### src/hw/rtl/fqp_pkg.sv
package fqp_pkg;

  localparam int unsigned CntW = 16;
  localparam logic [CntW-1:0] MaxReadLen = 16'hFFFF;

  // Result kinds
  localparam logic [2:0] KindId     = 3'd0;
  localparam logic [2:0] KindBase   = 3'd1;
  localparam logic [2:0] KindQual   = 3'd2;
  localparam logic [2:0] KindRecEnd = 3'd3;
  localparam logic [2:0] KindError  = 3'd4;
  localparam logic [2:0] KindDone   = 3'd5;

  // Error codes
  localparam logic [1:0] ErrBadStart = 2'd0;
  localparam logic [1:0] ErrEarlyEnd = 2'd1;
  localparam logic [1:0] ErrNoPlus   = 2'd2;

  // Characters
  localparam logic [7:0] CharAt    = 8'h40;
  localparam logic [7:0] CharPlus  = 8'h2B;
  localparam logic [7:0] CharLf    = 8'h0A;
  localparam logic [7:0] CharCr    = 8'h0D;
  localparam logic [7:0] CharN     = 8'h4E;
  localparam logic [7:0] CharA     = 8'h41;
  localparam logic [7:0] CharC     = 8'h43;
  localparam logic [7:0] CharG     = 8'h47;
  localparam logic [7:0] CharT     = 8'h54;
  localparam logic [7:0] CharLowA  = 8'h61;
  localparam logic [7:0] CharLowZ  = 8'h7A;
  localparam logic [7:0] CaseDelta = 8'h20;

  localparam logic [7:0] BaseCodeA     = 8'd0;
  localparam logic [7:0] BaseCodeC     = 8'd1;
  localparam logic [7:0] BaseCodeG     = 8'd2;
  localparam logic [7:0] BaseCodeT     = 8'd3;
  localparam logic [7:0] BaseCodeOther = 8'd4;

  typedef enum logic [10:0] {
    PhStart     = 11'b000_0000_0001,
    PhSkipLine  = 11'b000_0000_0010,
    PhAfterSkip = 11'b000_0000_0100,
    PhBetween   = 11'b000_0000_1000,
    PhHeader    = 11'b000_0001_0000,
    PhHeaderEol = 11'b000_0010_0000,
    PhSeq       = 11'b000_0100_0000,
    PhSeqEol    = 11'b000_1000_0000,
    PhPlusLine  = 11'b001_0000_0000,
    PhQual      = 11'b010_0000_0000,
    PhError     = 11'b100_0000_0000
  } fqp_phase_e;

  typedef struct packed {
    logic [7:0] byte_in;
    logic       end_of_input;
  } fqp_item_t;

  typedef struct packed {
    logic       emit;
    logic [2:0] kind;
    logic [7:0] value;
  } fqp_res_t;

  function automatic logic [7:0] base_code(input logic [7:0] c_in);
    logic [7:0] c;
    logic [7:0] code;
    c = c_in;
    if (c >= CharLowA && c <= CharLowZ) begin
      c = c - CaseDelta;
    end
    if (c == CharN) begin
      c = CharA;
    end
    unique case (c)
      CharA:   code = BaseCodeA;
      CharC:   code = BaseCodeC;
      CharG:   code = BaseCodeG;
      CharT:   code = BaseCodeT;
      default: code = BaseCodeOther;
    endcase
    return code;
  endfunction

endpackage

### src/hw/rtl/fqp_ifs.sv
interface fqp_in_if;
  logic       valid;
  logic       ready;
  logic [7:0] byte_in;
  logic       end_of_input;

  modport source (output valid, output byte_in, output end_of_input, input ready);
  modport sink (input valid, input byte_in, input end_of_input, output ready);
endinterface

interface fqp_out_if;
  logic       valid;
  logic       ready;
  logic [2:0] kind;
  logic [7:0] value;

  modport source (output valid, output kind, output value, input ready);
  modport sink (input valid, input kind, input value, output ready);
endinterface

### src/hw/rtl/fastq_record_parser_top.sv
// Path: an input word is taken into the input register, and its result word
//   is then loaded into the result register whenever that register can load
//   (it is empty or its word is being taken at the output).
// Throughput: one input word per cycle while the output is not stalled; the
//   parse state machine decides each byte combinationally, so words never wait.
// Reset: rst_ni is asynchronous and active low; it clears both valid flags,
//   puts the parser at start of file, clears counts and the sticky error.
module fastq_record_parser_top (
  input  logic       clk_i,
  input  logic       rst_ni,
  fqp_in_if.sink     in_i,
  fqp_out_if.source  out_o
);
  import fqp_pkg::*;

  // Hold one input word; it moves on whenever the result register can load.
  logic      item_valid;
  fqp_item_t item;
  logic      advance;
  fqp_res_t  res;

  fqp_in_reg u_in_reg (
    .clk_i        (clk_i),
    .rst_ni       (rst_ni),
    .in_i         (in_i),
    .advance_i    (advance),
    .item_valid_o (item_valid),
    .item_o       (item)
  );

  // Decide the held byte: advance the parse phase and counts only when
  // the word actually moves on, so a stalled output leaves state untouched.
  fqp_parse u_parse (
    .clk_i  (clk_i),
    .rst_ni (rst_ni),
    .step_i (item_valid && advance),
    .item_i (item),
    .res_o  (res)
  );

  // Capture the result word; a byte that yields nothing leaves it empty.
  fqp_out_reg u_out_reg (
    .clk_i        (clk_i),
    .rst_ni       (rst_ni),
    .item_valid_i (item_valid),
    .res_i        (res),
    .advance_o    (advance),
    .out_o        (out_o)
  );

endmodule

### src/hw/rtl/fqp_in_reg.sv
module fqp_in_reg (
  input  logic              clk_i,
  input  logic              rst_ni,
  fqp_in_if.sink            in_i,
  input  logic              advance_i,
  output logic              item_valid_o,
  output fqp_pkg::fqp_item_t item_o
);
  import fqp_pkg::*;

  logic      valid_q, valid_d;
  fqp_item_t item_q, item_d;
  logic      take;

  // Refill when empty or whenever the held word moves on this cycle.
  assign in_i.ready = !valid_q || advance_i;
  assign take       = in_i.valid && in_i.ready;

  always_comb begin
    valid_d = valid_q;
    item_d  = item_q;
    if (in_i.ready) begin
      valid_d = in_i.valid;
    end
    if (take) begin
      item_d.byte_in      = in_i.byte_in;
      item_d.end_of_input = in_i.end_of_input;
    end
  end

  always_ff @(posedge clk_i or negedge rst_ni) begin
    if (!rst_ni) begin
      valid_q <= 1'b0;
    end else begin
      valid_q <= valid_d;
    end
  end

  always_ff @(posedge clk_i) begin
    item_q <= item_d;
  end

  assign item_valid_o = valid_q;
  assign item_o       = item_q;

endmodule

### src/hw/rtl/fqp_parse.sv
module fqp_parse (
  input  logic               clk_i,
  input  logic               rst_ni,
  input  logic               step_i,
  input  fqp_pkg::fqp_item_t item_i,
  output fqp_pkg::fqp_res_t  res_o
);
  import fqp_pkg::*;

  fqp_phase_e      phase_q, phase_d;
  logic [1:0]      err_q, err_d;
  logic [CntW-1:0] bcnt_q, bcnt_d;
  logic [CntW-1:0] qcnt_q, qcnt_d;
  logic [7:0]      c;
  logic            eoi;
  logic            is_eol;
  logic [CntW-1:0] bcnt_inc;
  logic [CntW-1:0] qcnt_inc;

  assign c        = item_i.byte_in;
  assign eoi      = item_i.end_of_input;
  assign is_eol   = (c == CharLf) || (c == CharCr);
  assign bcnt_inc = (bcnt_q >= MaxReadLen) ? MaxReadLen : bcnt_q + 1'b1;
  assign qcnt_inc = (qcnt_q >= MaxReadLen) ? MaxReadLen : qcnt_q + 1'b1;

  always_comb begin
    phase_d = phase_q;
    err_d   = err_q;
    bcnt_d  = bcnt_q;
    qcnt_d  = qcnt_q;
    res_o   = '0;
    if (step_i) begin
      unique case (phase_q)
        PhStart, PhSkipLine, PhAfterSkip: begin
          if (eoi) begin
            phase_d = PhError;
            err_d   = ErrBadStart;
            res_o   = '{1'b1, KindError, {6'd0, ErrBadStart}};
          end else if (phase_q == PhSkipLine) begin
            if (c == CharLf) phase_d = PhAfterSkip;
          end else if (phase_q == PhAfterSkip && is_eol) begin
            phase_d = PhAfterSkip;
          end else if (c == CharAt) begin
            phase_d = PhHeader;
          end else if (phase_q == PhStart) begin
            phase_d = (c == CharLf) ? PhAfterSkip : PhSkipLine;
          end else begin
            phase_d = PhError;
            err_d   = ErrBadStart;
            res_o   = '{1'b1, KindError, {6'd0, ErrBadStart}};
          end
        end
        PhBetween: begin
          if (eoi) begin
            res_o = '{1'b1, KindDone, 8'd0};
          end else if (!is_eol) begin
            phase_d = PhHeader;
            if (c != CharAt) res_o = '{1'b1, KindId, c};
          end
        end
        PhHeader: begin
          if (eoi) begin
            phase_d = PhError;
            err_d   = ErrEarlyEnd;
            res_o   = '{1'b1, KindError, {6'd0, ErrEarlyEnd}};
          end else if (is_eol) begin
            phase_d = PhHeaderEol;
          end else if (c != CharAt) begin
            res_o = '{1'b1, KindId, c};
          end
        end
        PhHeaderEol, PhSeq: begin
          if (eoi) begin
            phase_d = PhError;
            err_d   = ErrEarlyEnd;
            res_o   = '{1'b1, KindError, {6'd0, ErrEarlyEnd}};
          end else if (is_eol) begin
            phase_d = (phase_q == PhSeq) ? PhSeqEol : PhHeaderEol;
          end else if (phase_q == PhHeaderEol && c == CharPlus) begin
            phase_d = PhPlusLine;
          end else begin
            phase_d = PhSeq;
            bcnt_d  = bcnt_inc;
            res_o   = '{1'b1, KindBase, base_code(c)};
          end
        end
        PhSeqEol: begin
          if (eoi) begin
            phase_d = PhError;
            err_d   = ErrEarlyEnd;
            res_o   = '{1'b1, KindError, {6'd0, ErrEarlyEnd}};
          end else if (c == CharPlus) begin
            phase_d = PhPlusLine;
          end else if (!is_eol) begin
            phase_d = PhError;
            err_d   = ErrNoPlus;
            res_o   = '{1'b1, KindError, {6'd0, ErrNoPlus}};
          end
        end
        PhPlusLine: begin
          if (eoi) begin
            phase_d = PhError;
            err_d   = ErrEarlyEnd;
            res_o   = '{1'b1, KindError, {6'd0, ErrEarlyEnd}};
          end else if (c == CharLf) begin
            phase_d = PhQual;
          end
        end
        PhQual: begin
          if (eoi || is_eol) begin
            // Close the record and report a count mismatch.
            phase_d = PhBetween;
            bcnt_d  = '0;
            qcnt_d  = '0;
            res_o   = '{1'b1, KindRecEnd, {7'd0, bcnt_q != qcnt_q}};
          end else begin
            qcnt_d = qcnt_inc;
            res_o  = '{1'b1, KindQual, c};
          end
        end
        default: begin
          // Hold the sticky error.
          phase_d = PhError;
          res_o   = '{1'b1, KindError, {6'd0, err_q}};
        end
      endcase
    end
  end

  always_ff @(posedge clk_i or negedge rst_ni) begin
    if (!rst_ni) begin
      phase_q <= PhStart;
      err_q   <= ErrBadStart;
      bcnt_q  <= '0;
      qcnt_q  <= '0;
    end else begin
      phase_q <= phase_d;
      err_q   <= err_d;
      bcnt_q  <= bcnt_d;
      qcnt_q  <= qcnt_d;
    end
  end

  a_err_sticky: assert property (@(posedge clk_i) disable iff (!rst_ni)
    phase_q == PhError |=> phase_q == PhError && $stable(err_q))
    else $error("error phase left before reset");

  a_err_result: assert property (@(posedge clk_i) disable iff (!rst_ni)
    (step_i && phase_q == PhError) |->
      (res_o.emit && res_o.kind == KindError && res_o.value == {6'd0, err_q}))
    else $error("sticky error not repeated");

  a_cnt_clear: assert property (@(posedge clk_i) disable iff (!rst_ni)
    (phase_q == PhBetween || phase_q == PhHeader) |-> (bcnt_q == '0 && qcnt_q == '0))
    else $error("counts not cleared between records");

endmodule

### src/hw/rtl/fqp_out_reg.sv
module fqp_out_reg (
  input  logic              clk_i,
  input  logic              rst_ni,
  input  logic              item_valid_i,
  input  fqp_pkg::fqp_res_t res_i,
  output logic              advance_o,
  fqp_out_if.source         out_o
);
  import fqp_pkg::*;

  logic       valid_q, valid_d;
  logic [2:0] kind_q, kind_d;
  logic [7:0] value_q, value_d;

  // Advance when the result word is empty or being taken.
  assign advance_o = !valid_q || out_o.ready;

  always_comb begin
    valid_d = valid_q;
    kind_d  = kind_q;
    value_d = value_q;
    if (advance_o) begin
      valid_d = item_valid_i && res_i.emit;
      kind_d  = res_i.kind;
      value_d = res_i.value;
    end
  end

  always_ff @(posedge clk_i or negedge rst_ni) begin
    if (!rst_ni) begin
      valid_q <= 1'b0;
    end else begin
      valid_q <= valid_d;
    end
  end

  always_ff @(posedge clk_i) begin
    kind_q  <= kind_d;
    value_q <= value_d;
  end

  assign out_o.valid = valid_q;
  assign out_o.kind  = kind_q;
  assign out_o.value = value_q;

endmodule

### src/flat_wrapper.sv
// flat-port wrapper written by rule: the top's interface ports become plain ports
module fastq_record_parser_top_flat import fqp_pkg::*;
  (clk_i, rst_ni, in_i_valid, in_i_byte_in, in_i_end_of_input, in_i_ready, out_o_valid, out_o_kind, out_o_value, out_o_ready);
  fqp_in_if in_i_i ();
  fqp_out_if out_o_i ();
  input  logic clk_i;
  input  logic rst_ni;
  input wire logic [$bits(in_i_i.valid)-1:0] in_i_valid;
  input wire logic [$bits(in_i_i.byte_in)-1:0] in_i_byte_in;
  input wire logic [$bits(in_i_i.end_of_input)-1:0] in_i_end_of_input;
  output wire logic [$bits(in_i_i.ready)-1:0] in_i_ready;
  output wire logic [$bits(out_o_i.valid)-1:0] out_o_valid;
  output wire logic [$bits(out_o_i.kind)-1:0] out_o_kind;
  output wire logic [$bits(out_o_i.value)-1:0] out_o_value;
  input wire logic [$bits(out_o_i.ready)-1:0] out_o_ready;
  assign in_i_i.valid = in_i_valid;
  assign in_i_i.byte_in = in_i_byte_in;
  assign in_i_i.end_of_input = in_i_end_of_input;
  assign in_i_ready = in_i_i.ready;
  assign out_o_valid = out_o_i.valid;
  assign out_o_kind = out_o_i.kind;
  assign out_o_value = out_o_i.value;
  assign out_o_i.ready = out_o_ready;
  fastq_record_parser_top u_core (.clk_i(clk_i), .rst_ni(rst_ni), .in_i(in_i_i), .out_o(out_o_i));
endmodule
### config.mk
export PLATFORM = sky130hd
export DESIGN_NAME = fastq_record_parser_top_flat
export DESIGN_NICKNAME = d
export VERILOG_FILES = /design/src/hw/rtl/fqp_pkg.sv /design/src/hw/rtl/fqp_ifs.sv /design/src/hw/rtl/fastq_record_parser_top.sv /design/src/hw/rtl/fqp_in_reg.sv /design/src/hw/rtl/fqp_parse.sv /design/src/hw/rtl/fqp_out_reg.sv /design/src/flat_wrapper.sv
export SDC_FILE = /design/constraint.sdc
export NUM_CORES = 1
export LEC_CHECK = 0
export BUFFER_PORTS_ARGS = -buffer_cell sky130_fd_sc_hd__buf_2
export CAP_MARGIN = 20
export CELL_PAD_IN_SITES_DETAIL_PLACEMENT = 0
export CELL_PAD_IN_SITES_GLOBAL_PLACEMENT = 1
export CORE_UTILIZATION = 48
export CTS_BUF_LIST = sky130_fd_sc_hd__clkbuf_4
export DETAILED_ROUTE_END_ITERATION = 10
export GPL_TIMING_DRIVEN = 0
export HOLD_SLACK_MARGIN = 0.12
export PLACE_DENSITY = 0.89
export REMOVE_ABC_BUFFERS = 1
export SYNTH_ARGS = -nofsm -noshare
export SYNTH_HDL_FRONTEND = slang
export SYNTH_SLANG_ARGS = --single-unit
### constraint.sdc
create_clock -name clk_i -period 6.41 [get_ports clk_i]
set_input_delay 0.641 -clock clk_i [delete_from_list [all_inputs] [get_ports clk_i]]
set_output_delay 0.641 -clock clk_i [all_outputs]
set_load 0.005 [all_outputs]
==> impl_metrics.yaml <==
grt:
  grt_antenna_before_repair: 0
  grt_util_all_layers_pct: 24.8
  grt_pass1_wl_mm: 18.9
  grt_max_degree: 29
  grt-ovfl-total: 0
  grt_pass1_vias: 3767
cts:
  clk_latency_ps: 420
  cts_resized: 0
  cts.clk_slew.worst_paths_ps: 110
  cts_buffer_depth: 2
  root_buffer: "clkbuf_4"
  cts_inserted_buffers: 9
  postCtsSetupRepairBufs: 0
  htreeDepth: 3
  hold_buffers: 0
  cts_tree: "done"
  cts_sinks: 67
critical_path:
  end_kind: "flop"
  arrival_ps: 3560
  worstSetupStartpointType: "flop"
  crit_type: "flop to flop"
  crit_required_ps: 6720
  r2r_slack_ps: 3160
  r2r_start: "u_core.u_in_reg.item_o[3]$_DFFE_PP_"
  critPathLaunch: "u_core.u_in_reg.item_o[3]$_DFFE_PP_"
  ff2ff_path_depth: 5
  r2r-end: "u_core.u_parse.phase_q[10]$_DFFE_PN0P_"
  crit_fanout: 14
drt:
  viasPerCell: 6.42
  avgRoutedWirePerCell_um: 18.1
  drt-initial-drc-count: 278
  first_pass_iters: 8
  vias: 4013
  drc: 5
  antenna_left: 0
  drt_wl_total_mm: 11.3
placed_design:
  placed_cell_area_mm2: 0.00459
  dp_slack_ps: 3180
  port_buffers: 25
  gp_congestion: 0.925
  dp_hpwl_mm: 8.12
  placedCellCount: 610
timing:
  setup_ws_ps: 3160
  drv_slew: 0
  setup_viol: 0
  tightestPinTransition_ps: 1060
  clock.fmax_mhz: 308
  fin_crit_ps: 3250
  rsz0062_at_grt: "false"
  post-route-period-util_pct: 50.7
  hold_viol_final: 0
  setup_tns_ps: 0
  fin_skew_ps: 9.71
  relSlewSlack_pct: 28.4
final_layout:
  antenna_cells: 0
  layout_commonest_cell: "dfrtp_1"
  drive_gt1_share_pct: 11.0
  stdcell_count: 625
  most-common-layout-cells: "dfrtp_1 (46), a21oi_1 (44), nor2_1 (43)"
  synthToLayoutAreaGrowth_pct: 6.26
  fin_area_mm2: 0.00469
  fin_nets: 529
die:
  die_h_um: 97.9
  coreArea_mm2: 0.00881
  num_rows: 34
  ios: 26
  start_util_pct: 50.2
  dieArea_mm2: 0.00959
  die_x_um: 97.9
synthesis:
  syn_avg_cell_area_um2: 8.73
  synth_fa_ha_area_share_pct: 0.850
  synth_top_family_by_area: "simple AND/OR/NAND/NOR gates"
  synth_flop_cell: "dfrtp_1"
  muxShareOfSynthArea_pct: 3.20
  yosysWarnings: 0
  synth_edf_count: 20
  synth_simple_gate_area_share_pct: 24.3
  synth-seq-area-share_pct: 40.3
  synth.cell_area_mm2: 0.00442
  syn_inst: 506
  synthXorXnorAreaFrac_pct: 4.36
  ys_types: 74
  ys_ff_latch: 67
  ys_async_sr_fraction_pct: 70.1
  synth_compound_area_share_pct: 22.4
power:
  pwr-share-seq_pct: 61.4
  leakagePower_nw: 1.79
  intPower_uw: 565
  swShare_pct: 26.9
  comb_power_share_pct: 8.1
  pwr-share-clk_pct: 30.6
  p_switching_uw: 208
  ir_worst_vdd_mv: 0.0858
  power.total_uw: 773
  powerDensity_mw_per_mm2: 165
run:
  maxCapViolCount: 0
worst_hold_path:
  hold_path_class: "primary input to async pin"
status:
  outcome: "complete, but fails checks"
  violations: "DRC"
[stage by stage]
stage               utilization (%)  hold WS, ps
floorplan                         -          345
detailed placement             52.1          554
CTS                            53.3          205
global route                   53.3          219
global placement               51.6          517
finish                         53.3          199
[cells by family after synthesis]
family	after synthesis
XOR/XNOR	22
multiplexers	13
AND/OR/NAND/NOR	201
buffers and inverters	50
AO/OA/AOI/OAI	150
flip-flops	67
adder cells (fa/ha/maj)	3
[flip-flops by register name, summed over array words and instances, names as in the netlist]
signal,cells
u_core.u_out_reg.out_o.value,8
u_core.u_out_reg.out_o.valid,1
u_core.u_parse.err_q,2
u_core.u_in_reg.item_o,9
u_core.u_parse.qcnt_q,16
u_core.u_parse.phase_q,11
u_core.u_out_reg.out_o.kind,3
u_core.u_parse.bcnt_q,16
u_core.u_in_reg.item_valid_o,1
[layout make-up]
cell class                 count  area [um2]
inverter                      18        67.6
clock buffer                  11        82.6
clock inverter                 4        20.0
fill                         824        4110
sequential                    67        1780
multi-input combinational    389        2450
timing repair buffer          28         164
tap                          108         135
[metal layers]
metal	routed length, um	track usage (%)	vias up
li1	-	-	1909
met5	0	0	-
met1	5480	36.6	1946
met2	4990	36.6	134
met3	679	4.58	24
met4	193	8.39	0
[worst max-delay path: stages (launching register included)]
cell       delay (ps)
edfxtp_1          590
and3b_1           280
o211ai_1          530
nand2_1           420
a2111oi_4         910
mux2_2            410
[power by group through the flow]
stage | Sequential (mW) | Clock (mW) | Combinational (mW)
2_1_floorplan | 0.478 | 0 | 0.0345
3_3_place_gp | 0.482 | 0 | 0.0595
3_5_place_dp | 0.483 | 0 | 0.0631
4_1_cts | 0.474 | 0.243 | 0.0632
5_1_grt | 0.477 | 0.260 | 0.0700
6_report | 0.474 | 0.236 | 0.0624
[how the worst max path moves through the flow]
stage	cells after the start	slack, ps	endpoint
global route	6	2870	u_core.u_parse.phase_q[10]$_DFFE_PN0P_
CTS	5	3150	u_core.u_parse.phase_q[10]$_DFFE_PN0P_
finish	5	3160	u_core.u_parse.phase_q[10]$_DFFE_PN0P_
floorplan	6	3460	u_core.u_parse.bcnt_q[10]$_DFFE_PN0P_
detailed placement	5	3180	u_core.u_parse.phase_q[10]$_DFFE_PN0P_
global placement	6	2380	u_core.u_parse.bcnt_q[1]$_DFFE_PN0P_
[cell usage after synthesis (all sizes together), types with 9 or more instances]
cell type | count | share of area [%]
nor2 | 43 | 3.7
nor3 | 16 | 2.0
edfxtp | 20 | 14
clkbuf | 26 | 2.2
a21oi | 44 | 5.0
inv | 17 | 1.4
nand3 | 21 | 2.4
nand2 | 40 | 3.4
o21ai | 31 | 3.5
nand4 | 16 | 2.3
xnor2 | 18 | 3.6
dfrtp | 46 | 26
mux2 | 9 | 2.3
Power figures use the tool's default switching activity.
